<file path="src/rtl/dcti_pkg.sv">
`timescale 1ns / 1ps

package dcti_pkg;

    // time constants
    localparam int unsigned DAY_SECONDS  = 3600 * 24;
    localparam int unsigned HOUR_SECONDS = 3600;
    localparam int unsigned LEVEL_MAX    = 100;

    // seconds of day: 86400 = 2^7 * 675, so the mod splits into a shift and a mod 675
    localparam int unsigned DAY_SHIFT       = 7;
    localparam int unsigned DAY_ODD         = DAY_SECONDS >> DAY_SHIFT;
    localparam int unsigned DAY_RECIP_SHIFT = 35;
    localparam logic [25:0] DAY_RECIP       = 26'((64'd1 << DAY_RECIP_SHIFT) / 64'(DAY_ODD));

    // field widths
    localparam int unsigned SECS_W  = 32;
    localparam int unsigned TIME_W  = 17;
    localparam int unsigned LEVEL_W = 7;
    localparam int unsigned ZONE_W  = 5;
    localparam int unsigned NOW_W   = 19;
    localparam int unsigned NUM_W   = 24;

    // configuration register indexes
    localparam int unsigned CFG_IDX_W = 3;
    localparam int unsigned CFG_DATA_W = 17;
    localparam logic [CFG_IDX_W-1:0] CFG_ENABLE  = 3'd0;
    localparam logic [CFG_IDX_W-1:0] CFG_ZONE    = 3'd1;
    localparam logic [CFG_IDX_W-1:0] CFG_TIME_A  = 3'd2;
    localparam logic [CFG_IDX_W-1:0] CFG_TIME_B  = 3'd3;
    localparam logic [CFG_IDX_W-1:0] CFG_TIME_C  = 3'd4;
    localparam logic [CFG_IDX_W-1:0] CFG_LEVEL_A = 3'd5;
    localparam logic [CFG_IDX_W-1:0] CFG_LEVEL_B = 3'd6;
    localparam logic [CFG_IDX_W-1:0] CFG_LEVEL_C = 3'd7;

    // pipeline layout
    localparam int unsigned DIV_STEPS  = 7;
    localparam int unsigned STG_PROD   = 0;
    localparam int unsigned STG_REM    = 1;
    localparam int unsigned STG_NOW    = 2;
    localparam int unsigned STG_SEL    = 3;
    localparam int unsigned STG_MUL    = 4;
    localparam int unsigned STG_OUT    = STG_MUL + DIV_STEPS + 1;
    localparam int unsigned NUM_STAGES = STG_OUT + 1;

    // beat payloads
    typedef struct packed {
        logic [SECS_W-1:0] unix_seconds;
    } t_in_beat;

    typedef struct packed {
        logic               active;
        logic [LEVEL_W-1:0] temp_level;
    } t_out_beat;

endpackage

</file>
<file path="src/rtl/dcti_in_if.sv">
`timescale 1ns / 1ps

interface dcti_in_if;
    import dcti_pkg::*;

    logic     valid;
    logic     ready;
    t_in_beat payload;

    modport source (output valid, output payload, input ready);
    modport sink (input valid, input payload, output ready);
endinterface

</file>
<file path="src/rtl/dcti_out_if.sv">
`timescale 1ns / 1ps

interface dcti_out_if;
    import dcti_pkg::*;

    logic      valid;
    logic      ready;
    t_out_beat payload;

    modport source (output valid, output payload, input ready);
    modport sink (input valid, input payload, output ready);
endinterface

</file>
<file path="src/rtl/daily_colour_temp_interpolator_core.sv">
`timescale 1ns / 1ps

// Daily colour temperature schedule: maps a UTC time in seconds to a level 0..100
// through three breakpoints (time, level), interpolating between them.
// Channels: i_req carries one unix_seconds beat, o_rsp returns one beat
// (active, temp_level) per request beat, in order. Both use valid/ready.
// Config: i_cfg_we writes i_cfg_data to register i_cfg_idx (enable, zone offset,
// three breakpoint times, three levels); write only while the pipe is empty.
// Pipeline: 13 register stages.
// Throughput: one beat per cycle while o_rsp is ready; the seconds-of-day
// reduction, the interpolation multiply and a 7-step restoring divider (one
// quotient bit per stage) are all pipelined, so no unit is shared between beats.
// Each stage holds its own valid bit and loads when it is empty or when the
// stage after it moves, so bubbles fill even while o_rsp is stalled; a full
// stalled pipe holds every beat and drops i_req.ready.
// Reset (synchronous, active low) clears all valid bits and sets every
// configuration register to zero, so the block starts disabled.
module daily_colour_temp_interpolator_core (
    input  logic                          i_clk,
    input  logic                          i_rst_n,
    dcti_in_if.sink                       i_req,
    dcti_out_if.source                    o_rsp,
    input  logic                          i_cfg_we,
    input  logic [dcti_pkg::CFG_IDX_W-1:0]  i_cfg_idx,
    input  logic [dcti_pkg::CFG_DATA_W-1:0] i_cfg_data
);
    import dcti_pkg::*;

    // configuration registers
    logic               r_enable;
    logic [ZONE_W-1:0]  r_zone;
    logic [TIME_W-1:0]  r_time_a, r_time_b, r_time_c;
    logic [LEVEL_W-1:0] r_level_a, r_level_b, r_level_c;

    always_ff @(posedge i_clk) begin
        if (!i_rst_n) begin
            r_enable  <= 1'b0;
            r_zone    <= '0;
            r_time_a  <= '0;
            r_time_b  <= '0;
            r_time_c  <= '0;
            r_level_a <= '0;
            r_level_b <= '0;
            r_level_c <= '0;
        end else if (i_cfg_we) begin
            unique case (i_cfg_idx)
                CFG_ENABLE:  r_enable  <= i_cfg_data[0];
                CFG_ZONE:    r_zone    <= i_cfg_data[ZONE_W-1:0];
                CFG_TIME_A:  r_time_a  <= i_cfg_data[TIME_W-1:0];
                CFG_TIME_B:  r_time_b  <= i_cfg_data[TIME_W-1:0];
                CFG_TIME_C:  r_time_c  <= i_cfg_data[TIME_W-1:0];
                CFG_LEVEL_A: r_level_a <= i_cfg_data[LEVEL_W-1:0];
                CFG_LEVEL_B: r_level_b <= i_cfg_data[LEVEL_W-1:0];
                CFG_LEVEL_C: r_level_c <= i_cfg_data[LEVEL_W-1:0];
                default: ;
            endcase
        end
    end

    // per-stage valid bits and load enables
    logic [NUM_STAGES-1:0] r_vld;
    logic [NUM_STAGES-1:0] w_ce;

    always_comb begin
        w_ce[NUM_STAGES-1] = !r_vld[NUM_STAGES-1] || o_rsp.ready;
        for (int k = NUM_STAGES - 2; k >= 0; k--) begin
            w_ce[k] = !r_vld[k] || w_ce[k+1];
        end
    end

    assign i_req.ready = w_ce[STG_PROD];

    always_ff @(posedge i_clk) begin
        if (!i_rst_n) begin
            r_vld <= '0;
        end else begin
            for (int k = 0; k < NUM_STAGES; k++) begin
                if (w_ce[k]) begin
                    r_vld[k] <= (k == 0) ? i_req.valid : r_vld[(k == 0) ? 0 : k - 1];
                end
            end
        end
    end

    // stage 0: reciprocal product for the mod 675 of seconds >> 7
    logic [50:0] w_prod;
    logic [50:0] r_s0_prod;
    logic [24:0] r_s0_y;
    logic [6:0]  r_s0_lo;

    assign w_prod = {26'b0, i_req.payload.unix_seconds[SECS_W-1:DAY_SHIFT]} * {25'b0, DAY_RECIP};

    always_ff @(posedge i_clk) begin
        if (w_ce[STG_PROD]) begin
            r_s0_prod <= w_prod;
            r_s0_y    <= i_req.payload.unix_seconds[SECS_W-1:DAY_SHIFT];
            r_s0_lo   <= i_req.payload.unix_seconds[DAY_SHIFT-1:0];
        end
    end

    // stage 1: quotient estimate is exact or one low, remainder below twice 675
    logic [15:0] w_qest;
    logic [25:0] w_qmul;
    logic [25:0] w_rdiff;
    logic [10:0] r_s1_rem;
    logic [6:0]  r_s1_lo;

    assign w_qest  = r_s0_prod[50:DAY_RECIP_SHIFT];
    assign w_qmul  = {10'b0, w_qest} * 26'(DAY_ODD);
    assign w_rdiff = {1'b0, r_s0_y} - w_qmul;

    always_ff @(posedge i_clk) begin
        if (w_ce[STG_REM]) begin
            r_s1_rem <= w_rdiff[10:0];
            r_s1_lo  <= r_s0_lo;
        end
    end

    // stage 2: final correction, seconds of day plus zone offset (no wrap)
    logic [9:0]        w_rem;
    logic [TIME_W-1:0] w_tod;
    logic [NOW_W-1:0]  w_zone_secs;
    logic [NOW_W-1:0]  r_s2_now;

    assign w_rem       = (r_s1_rem >= 11'(DAY_ODD)) ? 10'(r_s1_rem - 11'(DAY_ODD))
                                                    : r_s1_rem[9:0];
    assign w_tod       = {w_rem, r_s1_lo};
    assign w_zone_secs = {{(NOW_W-ZONE_W){r_zone[ZONE_W-1]}}, r_zone} * NOW_W'(HOUR_SECONDS);

    always_ff @(posedge i_clk) begin
        if (w_ce[STG_NOW]) begin
            r_s2_now <= {2'b00, w_tod} + w_zone_secs;
        end
    end

    // stage 3: pick the segment, its origin, span and level step
    logic signed [NOW_W-1:0] w_now, w_ta, w_tb, w_tc;
    logic                    w_seg1, w_seg2;
    logic [NOW_W-1:0]        w_t0;
    logic [TIME_W-1:0]       w_den;
    logic [LEVEL_W-1:0]      w_l0, w_l1;
    logic                    w_interp;
    logic [NOW_W-1:0]        w_dx;
    logic [LEVEL_W:0]        w_dl;
    logic [LEVEL_W:0]        w_dl_abs;
    logic [TIME_W-1:0]       r_s3_dx;
    logic [TIME_W-1:0]       r_s3_den;
    logic [LEVEL_W-1:0]      r_s3_l0;
    logic [LEVEL_W-1:0]      r_s3_mag;
    logic                    r_s3_neg;

    assign w_now  = $signed(r_s2_now);
    assign w_ta   = $signed({2'b00, r_time_a});
    assign w_tb   = $signed({2'b00, r_time_b});
    assign w_tc   = $signed({2'b00, r_time_c});
    assign w_seg1 = (w_now >= w_ta) && (w_now < w_tb);
    assign w_seg2 = (w_now >= w_tb) && (w_now <= w_tc);

    always_comb begin
        // outside an interpolated span the step is zero and l0 carries the level
        w_t0     = r_s2_now;
        w_den    = TIME_W'(1);
        w_l0     = r_level_c;
        w_l1     = r_level_c;
        w_interp = 1'b0;
        if (w_seg1) begin
            w_t0     = {2'b00, r_time_a};
            w_den    = r_time_b - r_time_a;
            w_l0     = r_level_a;
            w_l1     = r_level_b;
            w_interp = 1'b1;
        end else if (w_seg2 && (r_time_c > r_time_b)) begin
            w_t0     = {2'b00, r_time_b};
            w_den    = r_time_c - r_time_b;
            w_l0     = r_level_b;
            w_l1     = r_level_c;
            w_interp = 1'b1;
        end else if (w_seg2) begin
            // zero-length second segment hit exactly at its start
            w_l0 = r_level_b;
            w_l1 = r_level_b;
        end
    end

    assign w_dx     = r_s2_now - w_t0;
    assign w_dl     = {1'b0, w_l1} - {1'b0, w_l0};
    assign w_dl_abs = w_dl[LEVEL_W] ? (~w_dl + 1'b1) : w_dl;

    always_ff @(posedge i_clk) begin
        if (w_ce[STG_SEL]) begin
            r_s3_dx  <= w_interp ? w_dx[TIME_W-1:0] : '0;
            r_s3_den <= w_den;
            r_s3_l0  <= w_l0;
            r_s3_mag <= w_dl_abs[LEVEL_W-1:0];
            r_s3_neg <= w_dl[LEVEL_W];
        end
    end

    // stage 4: numerator magnitude |dl| * dx, enters the divider
    logic [NUM_W-1:0]   r_dv_rem [0:DIV_STEPS];
    logic [TIME_W-1:0]  r_dv_den [0:DIV_STEPS];
    logic [LEVEL_W-1:0] r_dv_q   [0:DIV_STEPS];
    logic [LEVEL_W-1:0] r_dv_l0  [0:DIV_STEPS];
    logic               r_dv_neg [0:DIV_STEPS];

    always_ff @(posedge i_clk) begin
        if (w_ce[STG_MUL]) begin
            r_dv_rem[0] <= {17'b0, r_s3_mag} * {7'b0, r_s3_dx};
            r_dv_den[0] <= r_s3_den;
            r_dv_q[0]   <= '0;
            r_dv_l0[0]  <= r_s3_l0;
            r_dv_neg[0] <= r_s3_neg;
        end
    end

    // restoring divider, one quotient bit per stage, msb first
    for (genvar k = 0; k < DIV_STEPS; k++) begin : g_div
        localparam int unsigned BIT = DIV_STEPS - 1 - k;
        logic [NUM_W-1:0]   w_den_sh;
        logic               w_ge;
        logic [NUM_W-1:0]   n_rem;
        logic [LEVEL_W-1:0] n_q;

        always_comb begin
            w_den_sh = NUM_W'(r_dv_den[k]) << BIT;
            w_ge     = r_dv_rem[k] >= w_den_sh;
            n_rem    = w_ge ? (r_dv_rem[k] - w_den_sh) : r_dv_rem[k];
            n_q      = r_dv_q[k];
            n_q[BIT] = w_ge;
        end

        always_ff @(posedge i_clk) begin
            if (w_ce[STG_MUL + 1 + k]) begin
                r_dv_rem[k+1] <= n_rem;
                r_dv_den[k+1] <= r_dv_den[k];
                r_dv_q[k+1]   <= n_q;
                r_dv_l0[k+1]  <= r_dv_l0[k];
                r_dv_neg[k+1] <= r_dv_neg[k];
            end
        end
    end

    // output stage: floor for a negative step, add base level, clamp, zero the level when disabled
    logic signed [8:0]  w_qs;
    logic signed [9:0]  w_lvl;
    logic [LEVEL_W-1:0] w_clamped;
    logic               r_out_active;
    logic [LEVEL_W-1:0] r_out_level;

    always_comb begin
        if (r_dv_neg[DIV_STEPS]) begin
            w_qs = -$signed({2'b00, r_dv_q[DIV_STEPS]})
                   - $signed({8'b0, (r_dv_rem[DIV_STEPS] != '0)});
        end else begin
            w_qs = $signed({2'b00, r_dv_q[DIV_STEPS]});
        end
        w_lvl = $signed({3'b000, r_dv_l0[DIV_STEPS]}) + 10'(w_qs);
        if (w_lvl < 0) begin
            w_clamped = '0;
        end else if (w_lvl > $signed(10'(LEVEL_MAX))) begin
            w_clamped = LEVEL_W'(LEVEL_MAX);
        end else begin
            w_clamped = w_lvl[LEVEL_W-1:0];
        end
    end

    always_ff @(posedge i_clk) begin
        if (w_ce[STG_OUT]) begin
            r_out_active <= r_enable;
            r_out_level  <= r_enable ? w_clamped : '0;
        end
    end

    assign o_rsp.valid              = r_vld[STG_OUT];
    assign o_rsp.payload.active     = r_out_active;
    assign o_rsp.payload.temp_level = r_out_level;

    // checks
    a_level_range: assert property (@(posedge i_clk) disable iff (!i_rst_n)
        o_rsp.valid |-> (o_rsp.payload.temp_level <= LEVEL_W'(LEVEL_MAX)))
        else $error("level above maximum");

    a_inactive_zero: assert property (@(posedge i_clk) disable iff (!i_rst_n)
        (o_rsp.valid && !o_rsp.payload.active) |-> (o_rsp.payload.temp_level == '0))
        else $error("inactive beat with nonzero level");

    a_div_rem: assert property (@(posedge i_clk) disable iff (!i_rst_n)
        r_vld[STG_OUT-1] |-> (r_dv_rem[DIV_STEPS] < NUM_W'(r_dv_den[DIV_STEPS])))
        else $error("divider remainder not below divisor");

    a_take_in: assert property (@(posedge i_clk) disable iff (!i_rst_n)
        (i_req.valid && i_req.ready) |=> r_vld[STG_PROD])
        else $error("accepted beat not captured");

endmodule

</file>
<file path="src/flat_wrapper.sv">
// flat-port wrapper written by rule: the top's interface ports become plain ports
module daily_colour_temp_interpolator_core_flat import dcti_pkg::*;
  (i_clk, i_rst_n, i_cfg_we, i_cfg_idx, i_cfg_data, i_req_valid, i_req_payload, i_req_ready, o_rsp_valid, o_rsp_payload, o_rsp_ready);
  dcti_in_if i_req_i ();
  dcti_out_if o_rsp_i ();
  input  logic i_clk;
  input  logic i_rst_n;
  input  logic i_cfg_we;
  input  logic [dcti_pkg::CFG_IDX_W-1:0] i_cfg_idx;
  input  logic [dcti_pkg::CFG_DATA_W-1:0] i_cfg_data;
  input wire logic [$bits(i_req_i.valid)-1:0] i_req_valid;
  input wire logic [$bits(i_req_i.payload)-1:0] i_req_payload;
  output wire logic [$bits(i_req_i.ready)-1:0] i_req_ready;
  output wire logic [$bits(o_rsp_i.valid)-1:0] o_rsp_valid;
  output wire logic [$bits(o_rsp_i.payload)-1:0] o_rsp_payload;
  input wire logic [$bits(o_rsp_i.ready)-1:0] o_rsp_ready;
  assign i_req_i.valid = i_req_valid;
  assign i_req_i.payload = i_req_payload;
  assign i_req_ready = i_req_i.ready;
  assign o_rsp_valid = o_rsp_i.valid;
  assign o_rsp_payload = o_rsp_i.payload;
  assign o_rsp_i.ready = o_rsp_ready;
  daily_colour_temp_interpolator_core u_core (.i_clk(i_clk), .i_rst_n(i_rst_n), .i_req(i_req_i), .o_rsp(o_rsp_i), .i_cfg_we(i_cfg_we), .i_cfg_idx(i_cfg_idx), .i_cfg_data(i_cfg_data));
endmodule
</file>
<file path="config.mk">
export PLATFORM = sky130hd
export DESIGN_NAME = daily_colour_temp_interpolator_core_flat
export DESIGN_NICKNAME = d
export VERILOG_FILES = /design/src/rtl/dcti_pkg.sv /design/src/rtl/dcti_in_if.sv /design/src/rtl/dcti_out_if.sv /design/src/rtl/daily_colour_temp_interpolator_core.sv /design/src/flat_wrapper.sv
export SDC_FILE = /design/constraint.sdc
export NUM_CORES = 2
export LEC_CHECK = 0
export ABC_AREA = 1
export ABC_CLOCK_PERIOD_IN_PS = 4800
export BUFFER_PORTS_ARGS = -buffer_cell sky130_fd_sc_hd__buf_2
export CORE_MARGIN = 4
export CORE_UTILIZATION = 55
export DETAILED_ROUTE_END_ITERATION = 12
export GPL_TIMING_DRIVEN = 0
export PLACE_DENSITY = 0.74
export SLEW_MARGIN = 20
export SYNTH_ARGS = -nofsm -noshare
export SYNTH_HDL_FRONTEND = slang
export SYNTH_SLANG_ARGS = --single-unit
</file>
<file path="constraint.sdc">
create_clock -name i_clk -period 4.8 [get_ports i_clk]
set_input_delay 0.24 -clock i_clk [delete_from_list [all_inputs] [get_ports i_clk]]
set_output_delay 0.24 -clock i_clk [all_outputs]
set_load 0.005 [all_outputs]
</file>
# ---- Word-level counts from Yosys, hierarchy flattened
# Memories as Yosys holds them, arrays and structs flattened.
# Cells that the tools add are included.
# W data, S select, Z words.
dict set report classes {
  div 0
  order_cmp 15
  shifts 0
  n_reduce_logical 41
  multipliers 4
  bitwise 2
  n_eq_ne 7
  mux 38
  addsub 18
}
# cell count
set ops {}
lappend ops {{$mux W24} 7}
lappend ops {{$mux W17} 4}
lappend ops {{$sub A17 B17 Y17} 3}
lappend ops {{$mul A25 B24 Y49 const B} 1}
lappend ops {{$mux W7} 7}
lappend ops {{$ge A19 B18 Y1} 2}
lappend ops {{$ge A24 B17 Y1} 1}
lappend ops {{$ge A24 B18 Y1} 1}
lappend ops {{$ge A24 B19 Y1} 1}
lappend ops {{$ge A24 B20 Y1} 1}
lappend ops {{$ge A24 B21 Y1} 1}
lappend ops {{$ge A24 B22 Y1} 1}
lappend ops {{$ge A24 B23 Y1} 1}
lappend ops {{$mul A7 B17 Y24} 1}
lappend ops {{$reduce_bool A24 Y1} 1}
lappend ops {{$sub A24 B17 Y24} 1}
lappend ops {{$sub A24 B18 Y24} 1}
lappend ops {{$sub A24 B19 Y24} 1}
lappend ops {{$sub A24 B20 Y24} 1}
lappend ops {{$sub A24 B21 Y24} 1}
lappend ops {{$sub A24 B22 Y24} 1}
lappend ops {{$sub A24 B23 Y24} 1}
lappend ops {{$add A17 B19 Y19} 1}
lappend ops {{$le A19 B18 Y1} 1}
lappend ops {{29 further kinds} 83}
dict set report word_totals {
  output_inout_bits 10
  inputBits 57
  word_cells 165
  n_memories 5
  mem_bits_ro 0
  latchBits 0
  ram_bits 448
  register_bits 252
}
# name words word_bits read_ports rd_clocked_by_memory_dff wr line_no
set mem_list {}
lappend mem_list {u_core.r_dv_rem 8 24 8 0 8 daily_colour_temp_interpolator_core.sv:200} ;# logic [NUM_W-1:0] r_dv_rem [0:DIV_STEPS];
lappend mem_list {u_core.r_dv_den 8 17 7 0 8 daily_colour_temp_interpolator_core.sv:201} ;# logic [TIME_W-1:0] r_dv_den [0:DIV_STEPS];
lappend mem_list {u_core.r_dv_l0 8 7 8 0 8 daily_colour_temp_interpolator_core.sv:203} ;# logic [LEVEL_W-1:0] r_dv_l0 [0:DIV_STEPS];
lappend mem_list {u_core.r_dv_q 8 7 8 0 8 daily_colour_temp_interpolator_core.sv:202} ;# logic [LEVEL_W-1:0] r_dv_q [0:DIV_STEPS];
lappend mem_list {u_core.r_dv_neg 8 1 8 0 8 daily_colour_temp_interpolator_core.sv:204} ;# logic r_dv_neg [0:DIV_STEPS];

# ---- Depth between registers and ports, before layout
dict set report logic_depth {
  depth_word 14
  mapped_depth 31
  depth_no_buf 31
}

# ---- Worst setup path before layout
# No wires, ideal clock.
dict set report synth_timing {
  path_kind {input port to flip-flop}
  start {input i_req_payload[15]}
  end {register u_core.r_s0_prod[41], data pin}
  cell_stages 23
  required_ns 4.540
  setup_ns 0.260
  n_path_buf 0
  arrival_time_ns 4.873
  setup_slack_ns -0.333
  path_cell_list {fa_1 ha_1 inv_1 fa_1 fa_1 inv_1 fa_1 fa_1 inv_1 fa_1 inv_1 ha_1 a21oi_1 o21ai_0 nand2_1 o211ai_1 a21oi_1 nand2_1 nand2_1 nand2_1 nand2_1 nand2_1 xor2_1}
}
dict set report synth_between {
  elab_chain_len 1
}
# element line_no
set synth_rtl {}
lappend synth_rtl {{start, declared} flat_wrapper.sv:12} ;# input wire logic [$bits(i_req_i.payload)-1:0] i_req_payload;
lappend synth_rtl {{$mul A25 B24 Y49} daily_colour_temp_interpolator_core.sv:91} ;# assign w_prod = {26'b0, i_req.payload.unix_seconds[SECS_W-1:DAY_SHIFT]} * {25'b0, DAY_RECIP};
lappend synth_rtl {{via u_core.w_prod[41]} daily_colour_temp_interpolator_core.sv:86} ;# logic [50:0] w_prod;
lappend synth_rtl {{end signal, assigned} daily_colour_temp_interpolator_core.sv:95} ;# r_s0_prod <= w_prod;
lappend synth_rtl {{end, declared} daily_colour_temp_interpolator_core.sv:87} ;# logic [50:0] r_s0_prod;
# The timed path passes the listed nets, and every way through them passes these cells.
# A chain may end at the register's enable or synchronous reset.

# ---- Worst setup path after layout
dict set report layout_timing {
  start {input i_req_payload[27]}
  end {register u_core.r_s0_prod[43], data pin}
}
# The elaborated chain is that of the path after synthesis.

==> impl_metrics.json <==
{
  "placed_cells": 6281,
  "grt_pass1_wl_mm": 181,
  "vias_per_cell": 5.49,
  "max_freq_ghz": 0.211,
  "area_growth_pct": 12.1,
  "via_count": 35550,
  "avgSynthCellArea_um2": 9.45,
  "routedWlPerCell_um": 17.7,
  "synthDistinctLibCells": 63,
  "setup_violations": 0,
  "initial_core_util": 0.558,
  "dp_hpwl_mm": 88.5,
  "critPathKind": "primary input to flop",
  "synth-edff-count": 526,
  "die_h_um": 303,
  "grt_max_degree": 54,
  "track_usage": 0.249,
  "finalWirelength_mm": 114,
  "gp_congestion": 0.939,
  "min_period_over_period": 0.986,
  "clock_sinks": 617,
  "preCtsSetupSlack_ns": -1.01,
  "path_clk_slew_ns": 0.07,
  "cts_tree": "built",
  "ant_nets": 0,
  "portBuffers": 65,
  "final_hold_viol_count": 0,
  "cap_violations": 0,
  "die_x_um": 303,
  "status": "finished, final reports clean",
  "slew_violations": 0,
  "mostFrequentLayoutCell": "inv_1",
  "worst_pin_slew_ns": 1.12,
  "relSlewSlack": 0.256,
  "grt_overflow": 0,
  "fin_worst_skew_ns": 0.0453,
  "ff2ff_path_depth": 18,
  "layout_min_cycle_time_ns": 4.73,
  "dr.first_iter.drc_count": 2477,
  "firstDrtPassIters": 8,
  "grt_pass1_vias": 35288,
  "top_usage_layer": "met2",
  "mostFrequentLayoutCells": "inv_1 (915), nand2_1 (738), ha_1 (593)",
  "cts-buffers-inserted": 69,
  "rows": 107,
  "required_ns": 5.17,
  "cts_root_buffer": "clkbuf_16",
  "core_area_um2": 85800,
  "fill_cells": 6985,
  "drcViolationCount": 0,
  "met1_usage": 0.323,
  "synth-seq-cells": 617,
  "critPathArrivalTime_ns": 5.11,
  "startpoint_type": "primary input",
  "dieArea_um2": 91800,
  "setup_ws_ns": 0.0672,
  "antenna_found_initial": 1,
  "postSynthCellCount": 5067,
  "synth-seq-area-share": 0.368,
  "syn_area_um2": 47900,
  "async_reset_ff_frac": 0,
  "cp-end-kind": "flop",
  "min_path_cells": 1,
  "ios": 67,
  "synth_ff_type": "edfxtp_1",
  "cts_max_path_buffers": 3,
  "drive_gt1_frac": 0.0875,
  "htreeDepth": 3,
  "met2_usage": 0.420,
  "instances_no_fill": 6473,
  "nets": 6216,
  "ys_warn_count": 0,
  "crit_fanout": 10,
  "whs_ns": 0.0349,
  "synth_fp_nets": 6011,
  "hp-class": "primary input to flop",
  "clk_latency_ns": 0.63,
  "grtUsageMet3": 0.0394
}
## per-stage QoR
step                      utilization  setup TNS [ns]  area (um2)
after floorplan                     -        -0.00521       48100
after global placement          0.581          -26.29       49900
after detailed placement        0.582          -30.09       50000
after CTS                       0.616               0       52900
after global routing            0.625          -0.263       53700
final                           0.625               0       53700
## sequential cells by signal, indices dropped and copies added, names as in the netlist, 11 cells and up
signal,cells
u_core.r_s3_dx,17
u_core.r_time_a,17
u_core.r_dv_q,28
u_core.r_dv_l0,56
u_core.r_s0_y,11
u_core.r_s0_prod,11
u_core.r_s2_now,19
u_core.r_vld,13
u_core.r_dv_rem,192
u_core.r_time_b,17
u_core.r_s1_rem,11
u_core.r_time_c,17
u_core.r_s3_den,17
u_core.r_dv_den,119
## layer usage
layer | vias to the layer above | part of all wire
met5 | - | 0
li1 | 17397 | -
met3 | 265 | 0.058
met2 | 1032 | 0.48
met1 | 16856 | 0.42
met4 | 0 | 0.042
## layout make-up
type                    count  area (um2)  share of cell area
multi-input cells        3437       27100               0.506
clock buffers              86        1870              0.0349
repair buffers            136        1180              0.0220
inverters                 946        3560              0.0663
plain buffers              65         432             0.00804
well taps                1144        1430              0.0267
diodes                      2        5.00           0.0000932
clock inverters            40         430             0.00802
flip-flops and latches    617       17600               0.328
## repair_timing
action,in CTS,in global routing
setup buffers,12,14
setup endpoints to repair,73,23
resized for setup,48,146
pin swaps,7,53
endpoints found under the hold margin,56,8
hold buffers,30,8
gates cloned,4,2
## worst max-delay path, stage by stage
cell and delay [ns]:
buf_2 0.33, fa_1 0.49, ha_1 0.31, ha_1 0.33
fa_1 0.47, fa_1 0.52, fa_1 0.50, ha_1 0.31
ha_1 0.35, a21oi_1 0.16, inv_1 0.07, a31oi_1 0.17
o31ai_2 0.12, buf_4 0.15, a31oi_1 0.17, nand3_1 0.21
xor2_1 0.19
## synth_stat cells (17+ instances only)
master    count  area, um2
o211ai_1     22        165
a22oi_1      17        128
nand3_1     113        566
xnor2_1     110        963
xor2_1      136       1190
edfxtp_1    526      15800
fa_1        264       5290
dfxtp_1      91       1820
clkbuf_1     37        139
o21ai_1      62        310
nor4_1       31        194
a31oi_1      28        175
inv_1       931       3490
a21oi_1     382       1910
nor3_1       40        200
ha_1        623       7790
o22ai_1      18        113
o21ai_0     320       1600
a21o_1       26        195
nand4_1      39        244
buf_2        17       85.1
nor2_1      283       1060
nand2_1     752       2820
## cells by family after synthesis
family / synth area share
and+or+nand+nor: 0.118
buffers and inverters: 0.0826
AOI/OAI and AO/OA: 0.112
adders and majority gates: 0.273
DFF: 0.368
xor gates and xnor gates: 0.0450
muxes: 0.000680
## worst paths after layout
| kind | from | end | slack, ns |
|---|---|---|---|
| setup / recovery | i_req_payload[27] | u_core.r_s0_prod[43]$_DFFE_PP_ | 0.07 |
| hold / removal | i_req_payload[8] | u_core.r_s0_y[1]$_DFFE_PP_ | 0.03 |
| setup reg to reg | u_core.r_s3_mag[5]$_DFFE_PP_ | u_core.r_dv_rem[0][20]$_DFFE_PP_ | 0.09 |
| hold reg to reg | u_core.r_dv_l0[1][3]$_DFFE_PP_ | u_core.r_dv_l0[1][10]$_DFFE_PP_ | 0.40 |
Power is not shown: default switching activity piles up to over one toggle a cycle in this logic, so the estimate is an artifact.
